File: src/rtl/tc_pkg.sv
// ----------------------------------------------------------------------------
// tc_pkg
// Shared types and constants of the Tamura contrast block.
// ----------------------------------------------------------------------------
package tc_pkg;

   localparam int GREY_LEVELS = 256;
   localparam int GREY_W      = 8;
   localparam int CON_W       = 15;
   localparam int ROOT_W      = 24;
   localparam int QUO_W       = 64;

   typedef struct packed {
      logic [GREY_W-1:0] pixel;
      logic              last;
   } req_type;

   typedef struct packed {
      logic [CON_W-1:0] contrast;
      logic             degenerate;
   } rsp_type;

   typedef enum logic [4:0] {
      ST_IDLE,
      ST_WRITE,
      ST_PASS1,
      ST_WAIT_P1,
      ST_MEAN,
      ST_WAIT_MEAN,
      ST_PASS2,
      ST_WAIT_P2,
      ST_VAR,
      ST_WAIT_VAR,
      ST_U4,
      ST_WAIT_U4,
      ST_SQ1,
      ST_WAIT_SQ1,
      ST_SQ2,
      ST_WAIT_SQ2,
      ST_CON,
      ST_WAIT_CON,
      ST_OUT
   } state_type;

   typedef enum logic [3:0] {
      CMD_NONE,
      CMD_LOAD,
      CMD_WRITE,
      CMD_PASS1,
      CMD_PASS2,
      CMD_DIV_MEAN,
      CMD_DIV_VAR,
      CMD_DIV_U4,
      CMD_SQRT_U4,
      CMD_SQRT_S,
      CMD_DIV_CON,
      CMD_OUTPUT
   } op_type;

   typedef enum logic [2:0] {
      DST_MEAN,
      DST_VAR,
      DST_U4,
      DST_S,
      DST_ROOT,
      DST_CON
   } dest_type;

   typedef struct packed {
      op_type op;
   } cmd_type;

   typedef struct packed {
      logic busy;
      logic degen;
   } status_type;

endpackage

File: src/rtl/tc_ctrl.sv
// ----------------------------------------------------------------------------
// tc_ctrl
// Sequencer: pixel transfers, end-of-frame moment steps and the result slot.
// ----------------------------------------------------------------------------
module tc_ctrl
   import tc_pkg::*;
(
   input  logic       clock,
   input  logic       reset,
   input  logic       req_valid,
   input  logic       req_last,
   output logic       req_stall,
   output logic       rsp_valid,
   input  logic       rsp_stall,
   input  status_type status,
   output cmd_type    cmd
);

   state_type state_ff, state_in;
   logic      last_ff, last_in;
   logic      rsp_valid_ff, rsp_valid_in;

   always_ff @(posedge clock) begin
      if (reset) begin
         state_ff     <= ST_IDLE;
         last_ff      <= 1'b0;
         rsp_valid_ff <= 1'b0;
      end else begin
         state_ff     <= state_in;
         last_ff      <= last_in;
         rsp_valid_ff <= rsp_valid_in;
      end
   end

   always_comb begin
      state_in     = state_ff;
      last_in      = last_ff;
      rsp_valid_in = rsp_valid_ff && rsp_stall;
      cmd.op       = CMD_NONE;
      req_stall    = state_ff != ST_IDLE;
      unique case (state_ff)
         ST_IDLE: begin
            if (req_valid) begin
               cmd.op   = CMD_LOAD;
               last_in  = req_last;
               state_in = ST_WRITE;
            end
         end
         ST_WRITE: begin
            cmd.op   = CMD_WRITE;
            state_in = last_ff ? ST_PASS1 : ST_IDLE;
         end
         ST_PASS1: begin
            cmd.op   = CMD_PASS1;
            state_in = ST_WAIT_P1;
         end
         ST_WAIT_P1:   if (!status.busy) state_in = ST_MEAN;
         ST_MEAN: begin
            cmd.op   = CMD_DIV_MEAN;
            state_in = ST_WAIT_MEAN;
         end
         ST_WAIT_MEAN: if (!status.busy) state_in = ST_PASS2;
         ST_PASS2: begin
            cmd.op   = CMD_PASS2;
            state_in = ST_WAIT_P2;
         end
         ST_WAIT_P2:   if (!status.busy) state_in = ST_VAR;
         ST_VAR: begin
            cmd.op   = CMD_DIV_VAR;
            state_in = ST_WAIT_VAR;
         end
         ST_WAIT_VAR:  if (!status.busy) state_in = ST_U4;
         ST_U4: begin
            cmd.op   = CMD_DIV_U4;
            state_in = ST_WAIT_U4;
         end
         ST_WAIT_U4:   if (!status.busy) state_in = ST_SQ1;
         ST_SQ1: begin
            cmd.op   = CMD_SQRT_U4;
            state_in = ST_WAIT_SQ1;
         end
         ST_WAIT_SQ1:  if (!status.busy) state_in = ST_SQ2;
         ST_SQ2: begin
            cmd.op   = CMD_SQRT_S;
            state_in = ST_WAIT_SQ2;
         end
         ST_WAIT_SQ2:  if (!status.busy) state_in = ST_CON;
         ST_CON: begin
            // A zero variance or root skips the final division.
            if (status.degen) begin
               state_in = ST_OUT;
            end else begin
               cmd.op   = CMD_DIV_CON;
               state_in = ST_WAIT_CON;
            end
         end
         ST_WAIT_CON:  if (!status.busy) state_in = ST_OUT;
         ST_OUT: begin
            if (!rsp_valid_ff || !rsp_stall) begin
               cmd.op       = CMD_OUTPUT;
               rsp_valid_in = 1'b1;
               state_in     = ST_IDLE;
            end
         end
         default: state_in = ST_IDLE;
      endcase
   end

   assign rsp_valid = rsp_valid_ff;

endmodule

File: config.mk
export PLATFORM = sky130hd
export DESIGN_NAME = tc_ctrl
export DESIGN_NICKNAME = d
export VERILOG_FILES = /design/src/rtl/tc_pkg.sv /design/src/rtl/tc_ctrl.sv
export SDC_FILE = /design/constraint.sdc
export NUM_CORES = 1
export LEC_CHECK = 0
export ABC_AREA = 1
export BUFFER_PORTS_ARGS = -buffer_cell sky130_fd_sc_hd__buf_2
export CORE_MARGIN = 2
export CORE_UTILIZATION = 46
export DETAILED_ROUTE_END_ITERATION = 8
export GPL_ROUTABILITY_DRIVEN = 0
export PLACE_DENSITY = 0.74
export REMOVE_ABC_BUFFERS = 1
export SLEW_MARGIN = 20
export SYNTH_ARGS = -nofsm -noshare
export SYNTH_HDL_FRONTEND = slang
export SYNTH_SLANG_ARGS = --single-unit
File: constraint.sdc
create_clock -name clock -period 3.6 [get_ports clock]
set_input_delay 0.18 -clock clock [delete_from_list [all_inputs] [get_ports clock]]
set_output_delay 0.18 -clock clock [all_outputs]
set_load 0.02 [all_outputs]
# Word-level counts from Yosys, hierarchy flattened
# Cells that the tools add are included.
dict set report word_totals {
  regBits 7
  latchBits 0
  mem_bits_rw 0
  romBits 0
  in_bits 7
  n_memories 0
}
dict set report op_classes {
  n_addsub 0
  n_mul 0
  div_mod_pow 0
  n_lt_le_gt_ge 0
  eq_ne 28
  shift 0
  n_mux 19
  bitwise 0
  reduce_logical 8
}
# cell count
set op_table {}
lappend op_table {{one-hot mux 5 bit (19 select lines)} 1}
lappend op_table {{two-way mux 5 bit} 10}
lappend op_table {{one-hot mux 4 bit (11 select lines)} 1}
lappend op_table {{equality test 5 x 4 -> 1 bit (second input constant)} 8}
lappend op_table {{equality test 5 x 3 -> 1 bit (second input constant)} 4}
lappend op_table {{!= test 2 bit (second input constant)} 10}
lappend op_table {{equality test 5 bit (second input constant)} 3}
lappend op_table {{equality test 5 x 2 -> 1 bit (second input constant)} 2}
lappend op_table {{AND reduction 10 bit} 1}
lappend op_table {{two-way mux 4 bit} 2}
lappend op_table {{equality test 5 x 1 -> 1 bit (second input constant)} 1}
lappend op_table {{zero test 5 bit} 1}
lappend op_table {{nonzero test 5 bit} 1}
lappend op_table {{two-way mux 2 bit} 2}
lappend op_table {{two-way mux 1 bit} 3}
lappend op_table {{zero test 1 bit} 2}
lappend op_table {{AND reduction 2 bit} 1}
lappend op_table {{logical AND 1 bit} 1}
lappend op_table {{logical OR 1 bit} 1}

# Longest topological paths before layout
# Gate-level depths: netlist of run 1.
dict set report logic_depth {
  depth_word 4
  mapped_depth 12
  ltp_nobuf 10
}

# Least setup slack after synthesis of run 1
# OpenSTA, ideal clock, no wires.
dict set report synth_path {
  path_kind {register -> output}
  startpoint {register state_ff[4]}
  endpoint {output cmd[0] (netlist bit)}
  arrival_ns 1.279
  required_ns 3.420
  slack_ns 2.141
  stages_incl_launch_ff 10
  path_cell_list {dfxtp_1 buf_6 inv_2 buf_6 nand2_2 inv_2 nand2_1 nor2_1 nor2_1 nand3_1}
}
# element line_no
set synth_rtl {}
lappend synth_rtl {{from (decl)} tc_ctrl.sv:19} ;# state_type state_ff, state_in;
lappend synth_rtl {{from (signal assigned)} tc_ctrl.sv:29} ;# state_ff <= state_in;
lappend synth_rtl {{to (decl)} tc_ctrl.sv:16} ;# output cmd_type cmd

==> metrics list, run 1 <==
- Dominant cell by count in the synthesized netlist: nand2_1
- Initial core utilization: 49.1%
- Primary flip-flop cell chosen by synthesis mapping: dfxtp_1
- Reported net switching power: 305 uW
* Most common cell on crit path: nand2_1
* CP Cell Sequence: nand2_1 > nor2_2 > nand2_1 > and2_1 > nand3_1 > buf_2
- Static leakage power: between 0.4 and 0.5 nW
- The final layout contains routed wiring with a total length of 2180 um.
- Final number of hold-violating endpoints: 0
- Buffers placed on the I/O ports in this run total 12.
* Area growth from synthesis to layout: 8.86%
- Syn Inst Count: 146
- Clock-pin slew on the worst setup and hold paths: ~0.050 ns
- Total number of placement rows: 15
- Clock sink count: 7
- The worst setup path is captured at an output port.
- For this run, the slowest stage of the critical path takes between 0.6 and 0.7 ns.
* Combinational cell fraction of total power: between 60 and 70%
- Worst setup slack after layout: roughly 1.7 ns
- The finished cells cover 922 um^2.
- Setup violations remaining at the end of the flow were counted as 0.
* Detailed Route Iter0 Violations: just over 40
* Internal power consumption: roughly 250 uW
* Netlist area before placement: 847 um^2
- During synthesis, Yosys emitted a total of 0 warnings.
- Overall die width: about 47 um
- Worst-case reg-to-reg path depth: 8
- Final critical path time including I/O delays and setup: between 1.5 and 2 ns
- Clock Power Share: roughly 13%
- After detailed routing, the wire length on met1 is 938 um.
- In the post-synthesis netlist, the biggest area contributors are dfxtp_1 (17%), nand2_1 (15%), nand3_1 (12%).
- Setup repair after global routing left no endpoint under its margin.
- Number of cells upsized or downsized after cts: 0
* EDFF count, synth: 0
- Area share of the largest cell type after synthesis: between 10% and 20%
- Global-route wire length before repair: about 3800 um
* Via count of the first global-routing pass: 878
* Arrival time worst endpoint: approximately 1.8 ns
- Fraction of registers with async set or reset after synthesis: 0%
- Critical path required time: roughly 3.4 ns
* Post-detailed-route DRC marker count: 0
- Total number of vias: 1,003
- Number of H-tree levels: 1
- dfxtp_1 takes more of the synthesized area than any other cell.
* Max Clk Rate: a little over 0.5 GHz
- For this run, the detailed router's first-pass iteration total came to 4.
- Placement Cell Area: around 900 um^2
- The number of clock buffers added by TritonCTS is 3.
- The die is between 40 and 50 um tall.
* Top Ports: 13
- Antenna Cells: 0
- Instance count along the most critical hold path: 2
* Hold Path Class: in2reg
- Final std cells w/o fill: 182
- Core Box Area: 0.00173 mm^2
* Highest-delay cell along the critical path: dfxtp_1
- Post-Route Setup TNS: 0 ns
- Sequential cell fraction of total power: roughly a quarter
- The root buffer cell chosen for the clock tree is clkbuf_4.
- Max IR drop VDD: around 0.45 mV
* Nature of the critical path startpoint: flip-flop
- Global-route usage over all layers: 24.4%
* Number of distinct library cells after synthesis: 24
- Final number of max-transition violations: 0
* Post-synthesis sequential element count: 7
- In this run the post-CTS setup repair buffer count came out at 0.
* Final worst clock skew: between 0.002 and 0.0025 ns
- Max Fanout on Critical Path: 9
- CTS Hold Bufs: 0
- Switching part of the total power: around 54%
* Global-route congestion overflow total: 0
- Share of final-layout standard cells stronger than drive strength 1: around 25%
* Remaining antenna violation count: 0
- After detailed routing, the met3 layer carries 161 um of wire.
- After detailed routing, the met2 layer carries between 1000 and 1500 um of wire.
- Mean area per synthesized cell: 5.80 um^2
* TritonCTS clock tree: done
- Maximum number of pins on one net before global-route repair: 14
- Ratio of total power to cell area: between 600 and 700 mW/mm^2
- Share of synthesized area occupied by flip-flops and latches: between 10% and 20%
* Post-route clock period utilization: 54.1%
- The commonest cells after synthesis are nand2_1 (34), nor2_1 (23), nand3_1 (21).
* Antenna violations before repair: 0
- Pre-CTS setup slack: roughly 1.9 ns
- Number of cells after detailed placement: between 150 and 200
* DR vias/cell: 5.51
- Signal routing reaches up to met4.
* Worst-Skew Late Latency: about 0.25 ns
* Max-Slew Margin vs Limit: 67.2%
- The worst setup path is of the reg2out kind.
- For the pin with the worst max-slew slack, the measured transition is 0.491 ns.
- After legalization and detailed placement, the total HPWL measured 1710 um.
* Max-Cap Viols: 0
* Fin nets: between 150 and 200
* Maximum buffer depth of the clock tree: 2
- Wirelength per Cell: between 10 and 15 um
* Result of the run: finished clean
* Die area: roughly 0.0022 mm^2
-- area by class of cell --
type | instances | area [um^2]
clock buffer | 4 | 26.3
fill | 183 | 805
inverter | 17 | 63.8
multi-input combinational | 117 | 601
sequential | 7 | 140
tap | 25 | 31.3
timing repair buffer | 12 | 60.1
-- layout by cell type, fill, tap and decap left out --
cell type / synthesis / final
dfxtp_1: 7 / 7
clkbuf_1: 0 / 1
inv_1: 11 / 11
nor2_4: 2 / 2
nand3b_1: 1 / 1
o21ai_0: 3 / 3
and2_1: 1 / 1
o211ai_1: 1 / 1
nor2_8: 1 / 1
clkbuf_4: 0 / 3
nor2_1: 23 / 23
inv_2: 6 / 6
nand2_4: 1 / 1
nand2_1: 34 / 34
o2111ai_1: 1 / 1
a21oi_1: 6 / 6
nand3_1: 21 / 21
nor2_2: 4 / 4
nand4_1: 5 / 5
buf_2: 1 / 12
nand3_2: 4 / 4
and2_4: 1 / 1
nand2_2: 6 / 6
nor3_1: 2 / 2
-- through the flow --
step	total power, mW	hold WS, ns	util (%)
after floorplan	0.392	0.249	-
after global placement	0.483	0.417	51.9
after detailed placement	0.482	0.423	51.9
after CTS	0.557	0.152	53.4
after global routing	0.609	0.160	53.4
final	0.559	0.163	53.4
-- flip-flops by register name, indices dropped and copies added (netlist names) --
signal     flops
state_ff       5
last_ff        1
rsp_valid      1
-- path summary, 6_finish.rpt --
check                                         startpoint                       end  slack (ns)
worst max-delay path            state_ff[2]$_SDFFE_PP0P_                    cmd[0]        1.65
worst min-delay path                               reset  state_ff[2]$_SDFFE_PP0P_        0.16
worst min register to register      last_ff$_SDFFE_PP0P_      last_ff$_SDFFE_PP0P_        0.52
worst max register to register  state_ff[2]$_SDFFE_PP0P_  state_ff[0]$_SDFFE_PP0P_        1.99
-- cells by family after synthesis --
group	synth area share, %
AOI/OAI and AO/OA	7.24
DFF	16.5
and+or+nand+nor	63.7
buffers and inverters	12.6
-- power groups by stage --
stage / registers, mW / clock network, mW / logic [mW]
floorplan: 0.126 / 0 / 0.266
global placement: 0.135 / 0 / 0.348
detailed placement: 0.136 / 0 / 0.346
CTS: 0.134 / 0.0741 / 0.349
global route: 0.138 / 0.0782 / 0.393
finish: 0.135 / 0.0700 / 0.354
-- worst max-delay path: cells and delay by family (launching register included) --
| family | cells | cell delay (ns) |
|---|---|---|
| DFF | 1 | 0.62 |
| buffers and inverters | 1 | 0.16 |
| and+or+nand+nor | 5 | 0.74 |
-- routing by layer --
layer	global-route usage, %	vias to the layer above
met5	0	-
met4	11.7	0
met3	2.31	4
met2	38.4	52
met1	33.3	448
li1	-	499
No activity file was read; power rests on OpenSTA's default activity.
==> inputs of run 2 (changes only) <==
==> constraint.sdc (replaced) <==
create_clock -name clock -period 1.8 [get_ports clock]
set_input_delay 0.09 -clock clock [delete_from_list [all_inputs] [get_ports clock]]
set_output_delay 0.09 -clock clock [all_outputs]
set_load 0.02 [all_outputs]
==> run 2 against run 1 <==
  * Clock power grew 91%
  * Worst hold slack worse by 0.098 ns
  * Combinational power is 100% higher
  * Utilization is 1.1 points higher
  * Cell area up 2.0%
  * Non-clock buffer count unchanged
  * Critical path type unchanged
  * Largest power group unchanged
==> metrics list, run 2 (same netlist as run 1, synthesis figures left out) <==
- The kind of end point of the critical path is an output port (unchanged).
- The sequential power share was 24.5% (was 24.2%).
- The number of buffers inserted during clock tree synthesis is 3 (unchanged).
- Arrival time worst endpoint: 1.57 ns (was 1.77 ns)
* Fillers: 186 (was 183)
* Max Fanout on Critical Path: 13 (was 9)
* Worst-Skew Late Latency: 0.24 ns (was 0.25 ns)
* Ratio of total power to cell area: 1190 mW/mm^2 (was 607 mW/mm^2)
* Max IR drop VDD: 0.788 mV (was 0.448 mV)
- The overall routing resource usage is 21.8% (was 24.4%).
- Core Box Area: 0.00173 mm^2 (unchanged)
- IO Port Bufs: 12 (unchanged)
- The critical path's slowest cell is dfxtp_2 (was dfxtp_1).
- Share of final-layout standard cells stronger than drive strength 1: 28.7% (was 25.5%)
* Pre-CTS setup slack: 0.192 ns (was 1.95 ns)
- WS Path Type: reg2out (unchanged)
* CTS Hold Bufs: 0 (unchanged)
- Estimated wirelength of the detail-placed design: 1640 um (was 1710 um)
* Biggest cell delay along the critical path: 0.38 ns (was 0.62 ns)
- The number of failing hold endpoints at the final stage was 0 (unchanged).
- The routed wire length per instance was 11.2 um (was 12.0 um).
* Final worst clock skew: 0.00324 ns (was 0.00208 ns)
- The overall die area is 0.00220 mm^2 (unchanged).
* TritonCTS clock tree: done (unchanged)
- The total number of nets in the final design was 165 (unchanged).
- Cell family contributing the most delay on the critical path: simple AND/OR/NAND/NOR gates (unchanged)
* Top Ports: 13 (unchanged)
- The max-cap check violation count is 0 (unchanged).
- The most prevalent standard cell on the critical path was nand2_1 (unchanged).
- Combinational cell fraction of total power: 63.6% (was 63.3%)
* Largest register by flop count: state_ff (unchanged)
* Post-route clock period utilization: 92.2%
- Counting I/O delays and the setup requirement, the final critical path takes between 1.5 and 2 ns.
- The routed wire length came to 2040 um (was 2180 um).
- Maximum buffer depth of the clock tree: 2 (unchanged)
- The average via count per standard cell came to 5.18 (was 5.51).
* Remaining antenna violation count: 0 (unchanged)
- The kind of launch point of the worst setup path is a flip-flop (unchanged).
- The smallest setup slack after layout was 0.140 ns (was 1.65 ns).
* Total number of vias: 942 (was 1,003)
- The most common cell after layout, fill and taps aside is nand2_1 (unchanged).
- Final number of max-transition violations: 0 (unchanged)
- Timing would allow up to between 0.6 and 0.7 GHz.
- The total inserted antenna cells is 0 (unchanged).
* RSZ-0062 raised after global routing: no (unchanged)
- CP Cell Sequence: inv_4 > nand2_1 > nor2_2 > nand2_1 > and2_1 > nand3_1 > buf_2 (was nand2_1 > nor2_2 > nand2_1 > and2_1 > nand3_1 > buf_2).
- Maximum number of pins on one net before global-route repair: 14 (unchanged)
* Global-route congestion overflow total: 0 (unchanged)
- The flip-flop count of the largest register, all copies and words added came to 5 (unchanged).
* Via count of the first global-routing pass: 768 (was 878)
* Global-route wire length before repair: 3480 um (was 3770 um)
- Clock Power Share: 12.0% (was 12.5%)
- The internal power contribution is 524 uW (was 255 uW).
- The required arrival time at the worst endpoint came to 1.71 ns (was 3.42 ns).
- The effective utilization at floorplan came to 49.1% (unchanged).
* Post-detailed-route DRC marker count: 0 (unchanged)
* Router iterations before antenna repair: 4 (unchanged)
- The post-CTS repair timing setup buffer count came to 0 (unchanged).
- The number of buffer and inverter stages on the critical path came to 2 (was 1).
- Result of the run: finished clean (unchanged)
* Total number of placement rows: 15 (unchanged)
- Clock sink count: 7 (unchanged)
- The area added between synthesis and finish was 11.1% (was 8.86%).
- Clock root buffer: clkbuf_4 (unchanged)
- The area taken by multi-input logic gates was 611 um^2 (was 601 um^2).
* Antenna violations before repair: 0 (unchanged)
- The horizontal extent of the die came to 46.9 um (unchanged).
* Switching part of the total power: 53.3% (was 54.5%)
- Top library cells by usage in the layout, fill and taps aside: nand2_1 (34), nor2_1 (23), nand3_1 (21) (unchanged)
* Number of H-tree levels: 1 (unchanged)
- The net switching component of the power came to 597 uW (was 305 uW).
- Clock-pin slew on the worst setup and hold paths: 0.05 ns (about the same)
* Static leakage power: 0.488 nW (was 0.483 nW)
- Post-Route Setup TNS: 0 ns (unchanged)
- Height of the die: 46.9 um (unchanged)
- The worst slew margin relative to its limit was 81.2% (was 67.2%).
* Least-Margin Pin Slew: 0.280 ns (was 0.491 ns)
* Sequential cell area: 146 um^2 (was 140 um^2)
* Final number of setup-violating endpoints: 0 (unchanged)
- The path type of the worst min-delay path was in2reg (unchanged).
- The starting DRC count in detailed routing was 17 (was 41).
-- run 2: metrics by stage --
stage               instances  util, %  hold slack [ns]  total power [mW]  instance area [um^2]
floorplan                 141        -            0.159             0.783                   805
global placement          178     51.9            0.327             0.962                   896
detailed placement        178     51.9            0.330             0.962                   896
CTS                       182     53.6           0.0668              1.10                   925
global route              182     54.5           0.0666              1.23                   941
finish                    182     54.5           0.0651              1.12                   941
-- run 2: final timing paths --
check | start | end | slack, ns | cells after the start
hold / removal | reset | state_ff[2]$_SDFFE_PP0P_ | 0.07 | 2
hold reg to reg | last_ff$_SDFFE_PP0P_ | last_ff$_SDFFE_PP0P_ | 0.52 | 2
setup reg to reg | state_ff[4]$_SDFFE_PP0P_ | state_ff[3]$_SDFFE_PP0P_ | 0.36 | 9
setup / recovery | state_ff[4]$_SDFFE_PP0P_ | cmd[0] | 0.14 | 7
-- run 2: power by group through the flow --
| stage | combinational [mW] | clock, mW | sequential, mW |
|---|---|---|---|
| after global routing | 0.796 | 0.150 | 0.280 |
| final | 0.712 | 0.134 | 0.274 |
| after global placement | 0.700 | 0 | 0.262 |
| after detailed placement | 0.696 | 0 | 0.265 |
| after floorplan | 0.532 | 0 | 0.252 |
| after CTS | 0.700 | 0.141 | 0.262 |
-- run 2: area by class of cell --
type | instances | share of cell area [%]
clock buffer | 4 | 2.79
inverter | 17 | 7.05
multi-input combinational | 117 | 64.9
sequential | 7 | 15.6
tap | 25 | 3.32
timing repair buffer | 12 | 6.38
-- run 2: metal layers --
metal / part of all wire [%] / vias up / track usage (%) / wire, um
met5: 0 / - / 0 / 0
met1: 45 / 418 / 33.3 / 921
met2: 48 / 27 / 32.9 / 970
met4: 0.54 / 0 / 6.67 / 11
li1: - / 495 / - / -
met3: 6.5 / 2 / 1.15 / 132
-- run 2: timing repair --
action | CTS | global route
pin swaps | 0 | 0
endpoints found under the setup margin | 1 | 4
resized for setup | 1 | 7
==> inputs of run 3 (changes only) <==
--- a/config.mk
+++ b/config.mk
@@ -11,7 +11,7 @@
 export CORE_UTILIZATION = 46
 export DETAILED_ROUTE_END_ITERATION = 8
 export GPL_ROUTABILITY_DRIVEN = 0
-export PLACE_DENSITY = 0.74
+export PLACE_DENSITY = 0.78
 export REMOVE_ABC_BUFFERS = 1
 export SLEW_MARGIN = 20
 export SYNTH_ARGS = -nofsm -noshare
==> run 3 against run 2 <==
  * Clock-buffer cell count stayed put
  * Power increased by 3.2%
  * Non-clock buffer count up 1
  * Via count grew 4.7%
  * Critical path depth up 1
  * Critical endpoint is now cmd[1]
==> metrics list, run 3 (same netlist as run 1, synthesis figures left out) <==
- The critical path's largest stage delay is 0.39 ns (was 0.38 ns).
- The internal power contribution came to 534 uW (was 524 uW).
- Maximum buffer depth of the clock tree: 2 (unchanged)
- The maximum number of pins on one net before global-route repair is 14 (unchanged).
- The total inserted antenna cells was 0 (unchanged).
- The effective utilization at floorplan came to 49.1% (unchanged).
- The clock insertion delay at the later pin of the skew report came to 0.26 ns (was 0.24 ns).
- The combined flip-flop and latch cell area is 145 um^2 (was 146 um^2).
* Fin nets: 166 (was 165)
- The residual DRC count is 0 (unchanged).
- The sum of negative setup slack came to 0 ns (unchanged).
- Post-route clock period utilization: 94.2% (was 92.2%)
* Post-CTS setup repair buffer count: 0 (unchanged)
* Height of the die: 46.9 um (unchanged)
- The leakage component of the power was 0.493 nW (was 0.488 nW).
- Die area: 0.00220 mm^2 (unchanged)
- CP Cell Sequence: nor2_8 > nand2_1 > nor2_4 > nand2_1 > o21ai_0 > inv_1 > o2111ai_1 > buf_4 (was inv_4 > nand2_1 > nor2_2 > nand2_1 > and2_1 > nand3_1 > buf_2).
- The half-perimeter wire length after placement was 1670 um (was 1640 um).
* Clock-pin slew on the worst setup and hold paths: 0.05 ns (about the same)
- The total global routing overflow came to 0 (unchanged).
- Via count of the first global-routing pass: 859 (was 768)
- The number of vias in the routed layout came to 986 (was 942).
- WS Path Type: reg2out (unchanged)
- The maximum resistive drop on vdd came to 0.768 mV (was 0.788 mV).
- IO Port Bufs: 12 (unchanged)
* Final number of hold-violating endpoints: 0 (unchanged)
* Final number of setup-violating endpoints: 0 (unchanged)
- The highest achievable clock rate is 0.590 GHz (was 0.603 GHz).
- Reported net switching power: 622 uW (was 597 uW)
* Nature of the critical path startpoint: flip-flop (unchanged)
- The initial antenna violation count is 0 (unchanged).
- RSZ-0062 raised after global routing: no (unchanged)
- The worst slew margin relative to its limit is 82.6% (was 81.2%).
- The horizontal extent of the die was 46.9 um (unchanged).
- The area taken by multi-input logic gates was 616 um^2 (was 611 um^2).
* Critical path endpoint category: output port (unchanged)
- The smallest setup slack after layout is 0.105 ns (was 0.140 ns).
- Result of the run: finished clean (unchanged)
* Overall power after layout: 1.16 mW (was 1.12 mW)
- The family with the most delay on the worst path was simple AND/OR/NAND/NOR gates (unchanged).
- The starting DRC count in detailed routing is 16 (was 17).
* Most common cell on crit path: nand2_1 (unchanged)
- Sequential cell fraction of total power: 24.2% (was 24.5%)
- Arrival time worst endpoint: 1.60 ns (was 1.57 ns)
* Wirelength per Cell: 11.8 um (was 11.2 um)
- The number of iterations in the first detailed-routing pass is 4 (unchanged).
- Clock Power Share: 12.4% (was 12.0%)
- The flip-flop count of the largest register, all copies and words added came to 5 (unchanged).
* Least-Margin Pin Slew: 0.262 ns (was 0.280 ns)
- Fillers: 189 (was 186)
- Share of final-layout standard cells stronger than drive strength 1: 28.5% (was 28.7%)
* Total CTS buffers: 3 (unchanged)
- Critical path buffer and inverter count: 2 (unchanged)
- Combinational cell fraction of total power: 63.4% (was 63.6%)
- The max-cap check violation count is 0 (unchanged).
* Core Box Area: 0.00173 mm^2 (unchanged)
- Clock root buffer: clkbuf_4 (unchanged)
- The switching share of total power was 53.8% (was 53.3%).
- The placement row count is 15 (unchanged).
- The register with the most flip-flops is state_ff (unchanged).
- Area growth from synthesis to layout: 12.4% (was 11.1%)
* Hold Path Class: in2reg (unchanged)
- Total wire length: 2160 um (was 2040 um)
* Commonest non-fill, non-tap cell in the layout: nand2_1 (unchanged)
- Number of H-tree levels: 1 (unchanged)
- Critical path required time: 1.71 ns (about the same)
* Global-route usage over all layers: 23.0% (was 21.8%)
* Final number of max-transition violations: 0 (unchanged)
- Final critical path time including I/O delays and setup: 1.69 ns (was 1.66 ns)
* TritonCTS clock tree: done (unchanged)
* Global-route wire length before repair: 3590 um (was 3480 um)
* Pre-CTS setup slack: 0.272 ns (was 0.192 ns)
- The final antenna-violating net count came to 0 (unchanged).
* Final worst clock skew: 0.00546 ns (was 0.00324 ns)
- The maximum fanout along the worst path came to 8 (was 13).
* Clock sink count: 7 (unchanged)
- The power density over the cells was 1210 mW/mm^2 (was 1190 mW/mm^2).
* Highest-delay cell along the critical path: dfxtp_2 (unchanged)
* Top Ports: 13 (unchanged)
- DR vias/cell: 5.39 (was 5.18)
- Top library cells by usage in the layout, fill and taps aside: nand2_1 (34), nor2_1 (23), nand3_1 (21) (unchanged)
[run 3: path summary, 6_finish.rpt]
check | slack (ns) | start | endpoint | cells after the start
min reg2reg | 0.53 | last_ff$_SDFFE_PP0P_ | last_ff$_SDFFE_PP0P_ | 2
min | 0.06 | reset | state_ff[0]$_SDFFE_PP0P_ | 2
max reg2reg | 0.38 | state_ff[1]$_SDFFE_PP0P_ | state_ff[3]$_SDFFE_PP0P_ | 9
max | 0.11 | state_ff[3]$_SDFFE_PP0P_ | cmd[1] | 8
[run 3: area by class of cell]
cell class,count,share of cell area [%]
multi-input cells,117,64.7
inverters,17,6.70
flip-flops and latches,7,15.2
well taps,25,3.29
repair buffers,13,7.36
clock buffers,4,2.76
[run 3: per-layer routing]
layer	part of all wire (%)	wire [um]	vias to the layer above	track usage, %
met3	6.3	136	5	3.08
met2	47	1010	37	34.8
li1	-	-	497	-
met4	1.9	40	0	13.9
met5	0	0	-	0
met1	45	973	447	30.8
[run 3: timing repair]
item,4_1_cts,5_1_grt
hold buffers,0,0
resized for setup,1,7
setup endpoints to repair,1,3
gates cloned,0,0
[run 3: through the flow]
step	cell area, um^2	std cells	hold slack [ns]	utilization (%)
floorplan	805	141	0.159	-
global placement	903	179	0.330	52.3
detailed placement	903	179	0.335	52.3
CTS	931	183	0.0588	53.9
global route	952	183	0.0621	55.1
finish	952	183	0.0591	55.1
[run 3: power by group through the flow]
| stage | sequential, mW | clock [mW] | combinational, mW |
|---|---|---|---|
| after floorplan | 0.252 | 0 | 0.532 |
| after global placement | 0.262 | 0 | 0.695 |
| after detailed placement | 0.263 | 0 | 0.702 |
| after CTS | 0.261 | 0.150 | 0.705 |
| after global routing | 0.282 | 0.154 | 0.808 |
| final | 0.280 | 0.144 | 0.733 |
